**src/hw/rtl/ola_pkg.sv**
```systemverilog
// ----------------------------------------------------------------------------
// ola_pkg
// Shared types and constants for the ordered list block: sizes, command and
// status codes, the input and result words, and the RAM request bundle.
// ----------------------------------------------------------------------------
package ola_pkg;

  // store geometry
  localparam int DEPTH  = 32;
  localparam int ADDR_W = $clog2(DEPTH);
  localparam int CNT_W  = $clog2(DEPTH + 1);
  localparam int DATA_W = 32;

  // command codes
  typedef enum logic [1:0] {
    CMD_APPEND = 2'd0,
    CMD_DELETE = 2'd1,
    CMD_LIST   = 2'd2
  } cmd_t;

  // status codes
  typedef enum logic [1:0] {
    ST_OK        = 2'd0,
    ST_EMPTY     = 2'd1,
    ST_NOT_FOUND = 2'd2,
    ST_FULL      = 2'd3
  } status_t;

  // input word
  typedef struct packed {
    logic [1:0]               command;
    logic signed [DATA_W-1:0] value;
  } in_word_t;

  // result word
  typedef struct packed {
    logic signed [DATA_W-1:0] entry_value;
    logic [1:0]               status;
    logic                     last;
  } out_word_t;

  // combinational result from the sequencer, which the output register takes
  typedef struct packed {
    logic      valid;
    out_word_t word;
  } res_t;

  // request to the entry store
  typedef struct packed {
    logic              we;
    logic [ADDR_W-1:0] waddr;
    logic [DATA_W-1:0] wdata;
    logic              re;
    logic [ADDR_W-1:0] raddr;
  } ram_req_t;

endpackage

```
**src/hw/rtl/ordered_list_append_delete.sv**
```systemverilog
// ----------------------------------------------------------------------------
// ordered_list_append_delete
// Ordered list of signed 32-bit values kept in a 32-entry RAM, head first.
// ----------------------------------------------------------------------------
// Usage:
//   A command word (command, value) is taken on a rising edge with start high
//   and busy low. Append adds the value at the tail, or answers store full.
//   Delete removes the first equal entry and closes the gap; it answers
//   empty or not found where that applies. List returns every entry head to
//   tail, last set on the final one; an empty list gives one empty word.
//   Command code 3 is dropped with no answer.
//   Results appear on out_word with out_valid high for exactly one cycle;
//   the receiver cannot stall, so every word must be taken when shown.
// Timing:
//   Append is answered in the cycle right after acceptance and busy never
//   rises, so appends can be issued every cycle. List holds busy while it
//   reads the entries and streams one word per cycle. Delete searches by
//   reading each entry and then comparing it, and shifts each later entry
//   up by one; the single read port of the RAM sets this pace.
// Reset:
//   Synchronous active-low rst_n empties the list; RAM contents are not
//   cleared since entries beyond the count are never read.
// ----------------------------------------------------------------------------
module ordered_list_append_delete (
  input  logic               clk,
  input  logic               rst_n,
  input  logic               start,
  output logic               busy,
  input  ola_pkg::in_word_t  in_word,
  output logic               out_valid,
  output ola_pkg::out_word_t out_word
);

  import ola_pkg::*;

  ram_req_t          ram_req;
  logic [DATA_W-1:0] ram_rdata;
  res_t              res;
  logic              out_valid_r;
  out_word_t         out_word_r;

  // entry store
  ola_ram #(
    .WIDTH (DATA_W),
    .DEPTH (DEPTH)
  ) u_ram (
    .clk   (clk),
    .we    (ram_req.we),
    .waddr (ram_req.waddr),
    .wdata (ram_req.wdata),
    .re    (ram_req.re),
    .raddr (ram_req.raddr),
    .rdata (ram_rdata)
  );

  // command sequencer
  ola_seq u_seq (
    .clk       (clk),
    .rst_n     (rst_n),
    .start     (start),
    .in_word   (in_word),
    .busy      (busy),
    .ram_req   (ram_req),
    .ram_rdata (ram_rdata),
    .res       (res)
  );

  // result output register
  always_ff @(posedge clk) begin
    if (!rst_n) begin
      out_valid_r <= 1'b0;
    end else begin
      out_valid_r <= res.valid;
    end
  end

  always_ff @(posedge clk) begin
    out_word_r <= res.word;
  end

  assign out_valid = out_valid_r;
  assign out_word  = out_word_r;

endmodule

```
**src/hw/rtl/ola_ram.sv**
```systemverilog
// ----------------------------------------------------------------------------
// ola_ram
// Generic simple dual-port RAM: one write port, one read port with the read
// data registered. No reset on the contents.
// ----------------------------------------------------------------------------
module ola_ram #(
  parameter int WIDTH = 32,
  parameter int DEPTH = 32
) (
  input  logic                     clk,
  input  logic                     we,
  input  logic [$clog2(DEPTH)-1:0] waddr,
  input  logic [WIDTH-1:0]         wdata,
  input  logic                     re,
  input  logic [$clog2(DEPTH)-1:0] raddr,
  output logic [WIDTH-1:0]         rdata
);

  logic [WIDTH-1:0] mem [DEPTH];

  // write port
  always_ff @(posedge clk) begin
    if (we) begin
      mem[waddr] <= wdata;
    end
  end

  // registered read port
  always_ff @(posedge clk) begin
    if (re) begin
      rdata <= mem[raddr];
    end
  end

endmodule

```
**src/hw/rtl/ola_seq.sv**
```systemverilog
// ----------------------------------------------------------------------------
// ola_seq
// Command sequencer: appends at the tail, searches and shifts the store for
// delete, and walks the store for list. Holds the entry count.
// ----------------------------------------------------------------------------
module ola_seq (
  input  logic                      clk,
  input  logic                      rst_n,
  input  logic                      start,
  input  ola_pkg::in_word_t         in_word,
  output logic                      busy,
  output ola_pkg::ram_req_t         ram_req,
  input  logic [ola_pkg::DATA_W-1:0] ram_rdata,
  output ola_pkg::res_t             res
);

  import ola_pkg::*;

  typedef enum logic [5:0] {
    S_IDLE  = 6'b000001,
    S_LIST  = 6'b000010,
    S_LWAIT = 6'b000100,
    S_SRD   = 6'b001000,
    S_SCMP  = 6'b010000,
    S_SHIFT = 6'b100000
  } state_t;

  state_t            state_r, state_nxt;
  logic [CNT_W-1:0]  count_r, count_nxt;
  logic [ADDR_W-1:0] idx_r, idx_nxt;
  logic [CNT_W-1:0]  rp_r, rp_nxt;
  logic [CNT_W-1:0]  wp_r, wp_nxt;
  logic              pend_r, pend_nxt;
  logic              plast_r, plast_nxt;
  logic [DATA_W-1:0] val_r, val_nxt;
  logic [CNT_W-1:0]  count_m1;
  logic              idx_is_last;

  assign busy        = (state_r != S_IDLE);
  assign count_m1    = count_r - CNT_W'(1);
  assign idx_is_last = ({{(CNT_W-ADDR_W){1'b0}}, idx_r} == count_m1);

  // next-state and datapath control
  always_comb begin
    state_nxt = state_r;
    count_nxt = count_r;
    idx_nxt   = idx_r;
    rp_nxt    = rp_r;
    wp_nxt    = wp_r;
    pend_nxt  = 1'b0;
    plast_nxt = plast_r;
    val_nxt   = val_r;
    ram_req   = '0;
    res       = '0;

    // listed entry comes back in the cycle after its read
    if (pend_r && (state_r == S_LIST || state_r == S_LWAIT)) begin
      res.valid            = 1'b1;
      res.word.entry_value = ram_rdata;
      res.word.status      = ST_OK;
      res.word.last        = plast_r;
    end

    case (state_r)
      S_IDLE: begin
        if (start) begin
          case (in_word.command)
            CMD_APPEND: begin
              res.valid     = 1'b1;
              res.word.last = 1'b1;
              if (count_r == CNT_W'(DEPTH)) begin
                res.word.status = ST_FULL;
              end else begin
                ram_req.we      = 1'b1;
                ram_req.waddr   = count_r[ADDR_W-1:0];
                ram_req.wdata   = in_word.value;
                count_nxt       = count_r + CNT_W'(1);
                res.word.status = ST_OK;
              end
            end
            CMD_DELETE: begin
              if (count_r == '0) begin
                res.valid       = 1'b1;
                res.word.status = ST_EMPTY;
                res.word.last   = 1'b1;
              end else begin
                val_nxt   = in_word.value;
                idx_nxt   = '0;
                state_nxt = S_SRD;
              end
            end
            CMD_LIST: begin
              if (count_r == '0) begin
                res.valid       = 1'b1;
                res.word.status = ST_EMPTY;
                res.word.last   = 1'b1;
              end else begin
                idx_nxt   = '0;
                state_nxt = S_LIST;
              end
            end
            default: begin
            end
          endcase
        end
      end

      // one read per cycle, head to tail
      S_LIST: begin
        ram_req.re    = 1'b1;
        ram_req.raddr = idx_r;
        pend_nxt      = 1'b1;
        plast_nxt     = idx_is_last;
        if (idx_is_last) begin
          state_nxt = S_LWAIT;
        end else begin
          idx_nxt = idx_r + ADDR_W'(1);
        end
      end

      S_LWAIT: begin
        state_nxt = S_IDLE;
      end

      // search: read an entry
      S_SRD: begin
        ram_req.re    = 1'b1;
        ram_req.raddr = idx_r;
        state_nxt     = S_SCMP;
      end

      // search: compare it
      S_SCMP: begin
        if (ram_rdata == val_r) begin
          wp_nxt    = {{(CNT_W-ADDR_W){1'b0}}, idx_r};
          rp_nxt    = {{(CNT_W-ADDR_W){1'b0}}, idx_r} + CNT_W'(1);
          state_nxt = S_SHIFT;
        end else if (idx_is_last) begin
          res.valid       = 1'b1;
          res.word.status = ST_NOT_FOUND;
          res.word.last   = 1'b1;
          state_nxt       = S_IDLE;
        end else begin
          idx_nxt   = idx_r + ADDR_W'(1);
          state_nxt = S_SRD;
        end
      end

      // shift the tail up by one: read rp, write what came back to wp
      S_SHIFT: begin
        if (pend_r) begin
          ram_req.we    = 1'b1;
          ram_req.waddr = wp_r[ADDR_W-1:0];
          ram_req.wdata = ram_rdata;
          wp_nxt        = wp_r + CNT_W'(1);
        end
        if (rp_r != count_r) begin
          ram_req.re    = 1'b1;
          ram_req.raddr = rp_r[ADDR_W-1:0];
          pend_nxt      = 1'b1;
          rp_nxt        = rp_r + CNT_W'(1);
        end else if (!pend_r) begin
          count_nxt       = count_m1;
          res.valid       = 1'b1;
          res.word.status = ST_OK;
          res.word.last   = 1'b1;
          state_nxt       = S_IDLE;
        end
      end

      default: begin
        state_nxt = S_IDLE;
      end
    endcase
  end

  // control registers
  always_ff @(posedge clk) begin
    if (!rst_n) begin
      state_r <= S_IDLE;
      count_r <= '0;
      pend_r  <= 1'b0;
    end else begin
      state_r <= state_nxt;
      count_r <= count_nxt;
      pend_r  <= pend_nxt;
    end
  end

  // working registers
  always_ff @(posedge clk) begin
    idx_r   <= idx_nxt;
    rp_r    <= rp_nxt;
    wp_r    <= wp_nxt;
    plast_r <= plast_nxt;
    val_r   <= val_nxt;
  end

endmodule
```
**config.mk**
```make
export PLATFORM = sky130hd
export DESIGN_NAME = ordered_list_append_delete
export DESIGN_NICKNAME = d
export VERILOG_FILES = /design/src/hw/rtl/ola_pkg.sv /design/src/hw/rtl/ordered_list_append_delete.sv /design/src/hw/rtl/ola_ram.sv /design/src/hw/rtl/ola_seq.sv
export SDC_FILE = /design/constraint.sdc
export NUM_CORES = 1
export LEC_CHECK = 0
export BUFFER_PORTS_ARGS = -buffer_cell sky130_fd_sc_hd__buf_4
export CORE_MARGIN = 8
export CORE_UTILIZATION = 59
export CTS_CLUSTER_SIZE = 25
export DETAILED_ROUTE_END_ITERATION = 10
export GPL_TIMING_DRIVEN = 0
export HOLD_SLACK_MARGIN = 0.06
export PLACE_DENSITY_LB_ADDON = 0.1
export SKIP_CTS_REPAIR_TIMING = 1
export SLEW_MARGIN = 10
export SYNTH_ARGS = -nofsm -noshare
export SYNTH_HDL_FRONTEND = slang
export SYNTH_SLANG_ARGS = --single-unit
```
**constraint.sdc**
```tcl
create_clock -name clk -period 5.69 [get_ports clk]
set_clock_uncertainty 0.1 [all_clocks]
set_input_delay 1.707 -clock clk [delete_from_list [all_inputs] [get_ports clk]]
set_output_delay 1.707 -clock clk [all_outputs]
set_load 0.005 [all_outputs]
```
==> impl_metrics.csv <==
group,metric,value,unit
status,status,"complete, no violations",
clock_tree,cts.sinks,1154,
synth,synth_top_area_frac,0.7305,
route,routed_via_density,6.492,
synth,async_flop_share,0,
route,ant_nets,0,
flow_run,drv_cap,0,
synth,post_synth.cell_area_avg,13.77,um2
route,drtPass1Iterations,6,
setup_path,reg2reg_from,"u_seq.count_r[0]",
timing,finalCritPeriodShare,0.8042,
route,drtIter0Drc,4130,
power_and_ir_drop,power_density,342.4,mW/mm2
setup_path,endpoint,"u_ram.rdata[17]",
finish,regArea,0.03416,mm2
setup_path,critPathMaxFanout,10,
setup_path,cp_top_family,"buffers and inverters",
timing,relSlewSlack,0.09622,
setup_path,crit_path_start_kind,"register",
finish,nets,3572,
clock_tree,cts_root_buf,"clkbuf_16",
finish,fillCellCount,5231,
finish,fin_cells,4654,
route,avgRoutedWirePerCell,29.53,um
placement,gp_congestion,0.9719,
finish,final_cell_mix,"edfxtp_1 (1,105), nand2_1 (740), nand3_1 (233)",
timing,worstMarginPinSlew,1.356,ns
global_routing,antenna_found_initial,2,
finish,final_common_cell,"edfxtp_1",
timing,finalHoldViolCount,0,
floorplan,chipHeight,293.5,um
power_and_ir_drop,power,17.78,mW
synth,ys_types,58,
global_routing,grt_use_total,0.3125,
floorplan,die_area,0.08612,mm2
timing,max_freq,218.5,MHz
route,wl,137500,um
finish,multi_input_area,0.01054,mm2
floorplan,row_count,101,
power_and_ir_drop,peakVddDrop,0.3089,mV
clock_tree,cts_inserted_buffers,115,
floorplan,initial_core_util,0.5971,
floorplan,ioPinCount,74,
timing,holdWs,0.4594,ns
global_routing,grt_pass1_wl,196100,um
setup_path,worstSetupStartpoint,"u_seq.count_r[0]",
route,vias,30220,
clock_tree,tritoncts,"done",
timing,rsz0062_at_grt,"no",
min_path,holdCritStartpoint,"u_seq.state_r[3]",
finish,drive_gt1_frac,0.1242,
placement,dp.cells,4438,
floorplan,core_area,0.07608,mm2
setup_path,crit_type,"reg2reg",
synth,ys_seq_elements,1154,
setup_path,cp_slowest_cell,"o211ai_2",
timing,final-setup-viol-count,0,
clock_tree,htree_levels,3,
synth,ys_seq_area_frac,0.7521,
min_path,min-delay-path-class,"reg2reg",
setup_path,cp_num_cells,12,
synth,syn_inst,3299,
timing,maxSlewViolCount,0,
setup_path,rrSetupSlack,1.11,ns
synth,synth_area,0.04542,mm2
synth,ys.warnings.count,0,
global_routing,grt_pass1_vias,28790,
clock_tree,clk_pin_slew_worst_paths,0.06,ns
clock_tree,cts_max_path_buffers,3,
setup_path,critPathBufInv,5,
setup_path,cpPeakStageDelay,0.65,ns
setup_path,required,5.86,ns
floorplan,fp.dieW,293.5,um
placement,dp_hpwl,94390,um
finish,area_growth,14.33,%
setup_path,reg2reg_to,"u_ram.rdata[17]",
synth,synth_edf_count,1105,
power_and_ir_drop,p_leak,17.75,nW
timing,post-route-min-period,4.576,ns
setup_path,endpoint_kind,"register",
synth,synth.area.top_cells,"edfxtp_1 (73%), nand2_1 (6.1%), nand3_1 (2.6%), dfxtp_1 (2.2%), nor2_1 (2.1%)",
timing,tns,0,ns
setup_path,rr_worst_depth,12,
clock_tree,clk_latency,0.69,ns
synth,synth.net_count,3345,
setup_path,crit_chain,"clkbuf_1 -> xnor2_1 -> nand4_1 -> o211ai_2 -> and2_1 -> buf_4 -> buf_6 -> buf_4 -> clkbuf_1 -> nand3_1 -> a32oi_1 -> nand4_1",
route,drc,0,
placement,portBuffers,73,
synth,synth_top_area_cell,"edfxtp_1",
finish,finish.utilization,0.6826,
global_routing,grt_max_degree,33,
synth,synth-main-ff-cell,"edfxtp_1",
global_routing,grt.overflow.total,0,
setup_path,critPathArrivalTime,4.74,ns
-- sequential cells by signal, indices dropped and copies added (netlist names), 5 cells and up --
name           count
u_seq.state_r      6
u_seq.rp_r         6
u_seq.idx_r        5
u_seq.val_r       32
u_seq.wp_r         5
u_ram.rdata       32
out_word          35
u_ram.mem       1024
u_seq.count_r      6
-- where the power goes --
part	switching, mW	internal, mW
combinational	0.782	0.277
sequential	0.0411	9.40
clock	3.15	4.12
total	3.98	13.8
-- how the worst min path moves through the flow --
stage	slack, ns	cells after the start	endpoint
2_1_floorplan	0.38	2	u_seq.state_r[4]
3_3_place_gp	0.41	2	u_seq.state_r[4]
3_5_place_dp	0.44	2	u_seq.state_r[4]
4_1_cts	0.45	2	u_seq.state_r[4]
5_1_grt	0.49	1	out_word[25]
6_report	0.46	2	u_seq.state_r[4]
-- worst reg2reg max path: stages, from the launching register on --
cell	delay (ns)
dfxtp_1	0.33
clkbuf_1	0.39
xnor2_1	0.18
nand4_1	0.26
o211ai_2	0.65
and2_1	0.23
buf_4	0.17
buf_6	0.20
buf_4	0.26
clkbuf_1	0.41
nand3_1	0.25
a32oi_1	0.32
nand4_1	0.42
-- logic make-up after synthesis --
logic type / share of synthesized area
AO/OA/AOI/OAI: 0.06991
XOR/XNOR: 0.01196
flip-flops: 0.7521
AND/OR/NAND/NOR: 0.1264
adder cells (fa/ha/maj): 0.002479
multiplexers: 0.01454
buffers and inverters: 0.02256
-- Yosys cell counts (16+ instances only) --
cell       instances
nand4_1           39
nand3_1          233
o21ai_0           16
a32oi_1           84
dfxtp_1           49
buf_2             98
clkbuf_1          92
a221oi_1          35
mux2i_1           66
a21oi_1           75
nand2_1          741
a22o_1            35
xor2_1            45
nor2_1           252
a31oi_1           75
xnor2_1           17
and2_1            41
edfxtp_1        1105
o2111ai_1         66
-- through the flow --
stage	worst slack, ns	area (um2)
after floorplan	0.8221	45420
after global placement	-1.519	47260
after detailed placement	0.5823	48280
after CTS	1.269	51890
after global routing	0.9748	51930
final	1.114	51930
-- metal layers --
metal	GRT usage	part of all wire
met1	0.4386	0.39
met2	0.4568	0.43
met3	0.08226	0.13
met4	0.1484	0.053
met5	0	0
-- area by class of cell --
class                           instances  share of cell area
Clock inverter                         51            0.007301
Inverter                               12           0.0008674
Multi-Input combinational cell       1921              0.2029
Antenna cell                            1          0.00004819
Tap cell                             1030             0.02482
Timing Repair Buffer                  110             0.02501
Clock buffer                          163             0.06228
Sequential cell                      1154              0.6579
Buffer                                212             0.01887
Power figures use the tool's default switching activity.
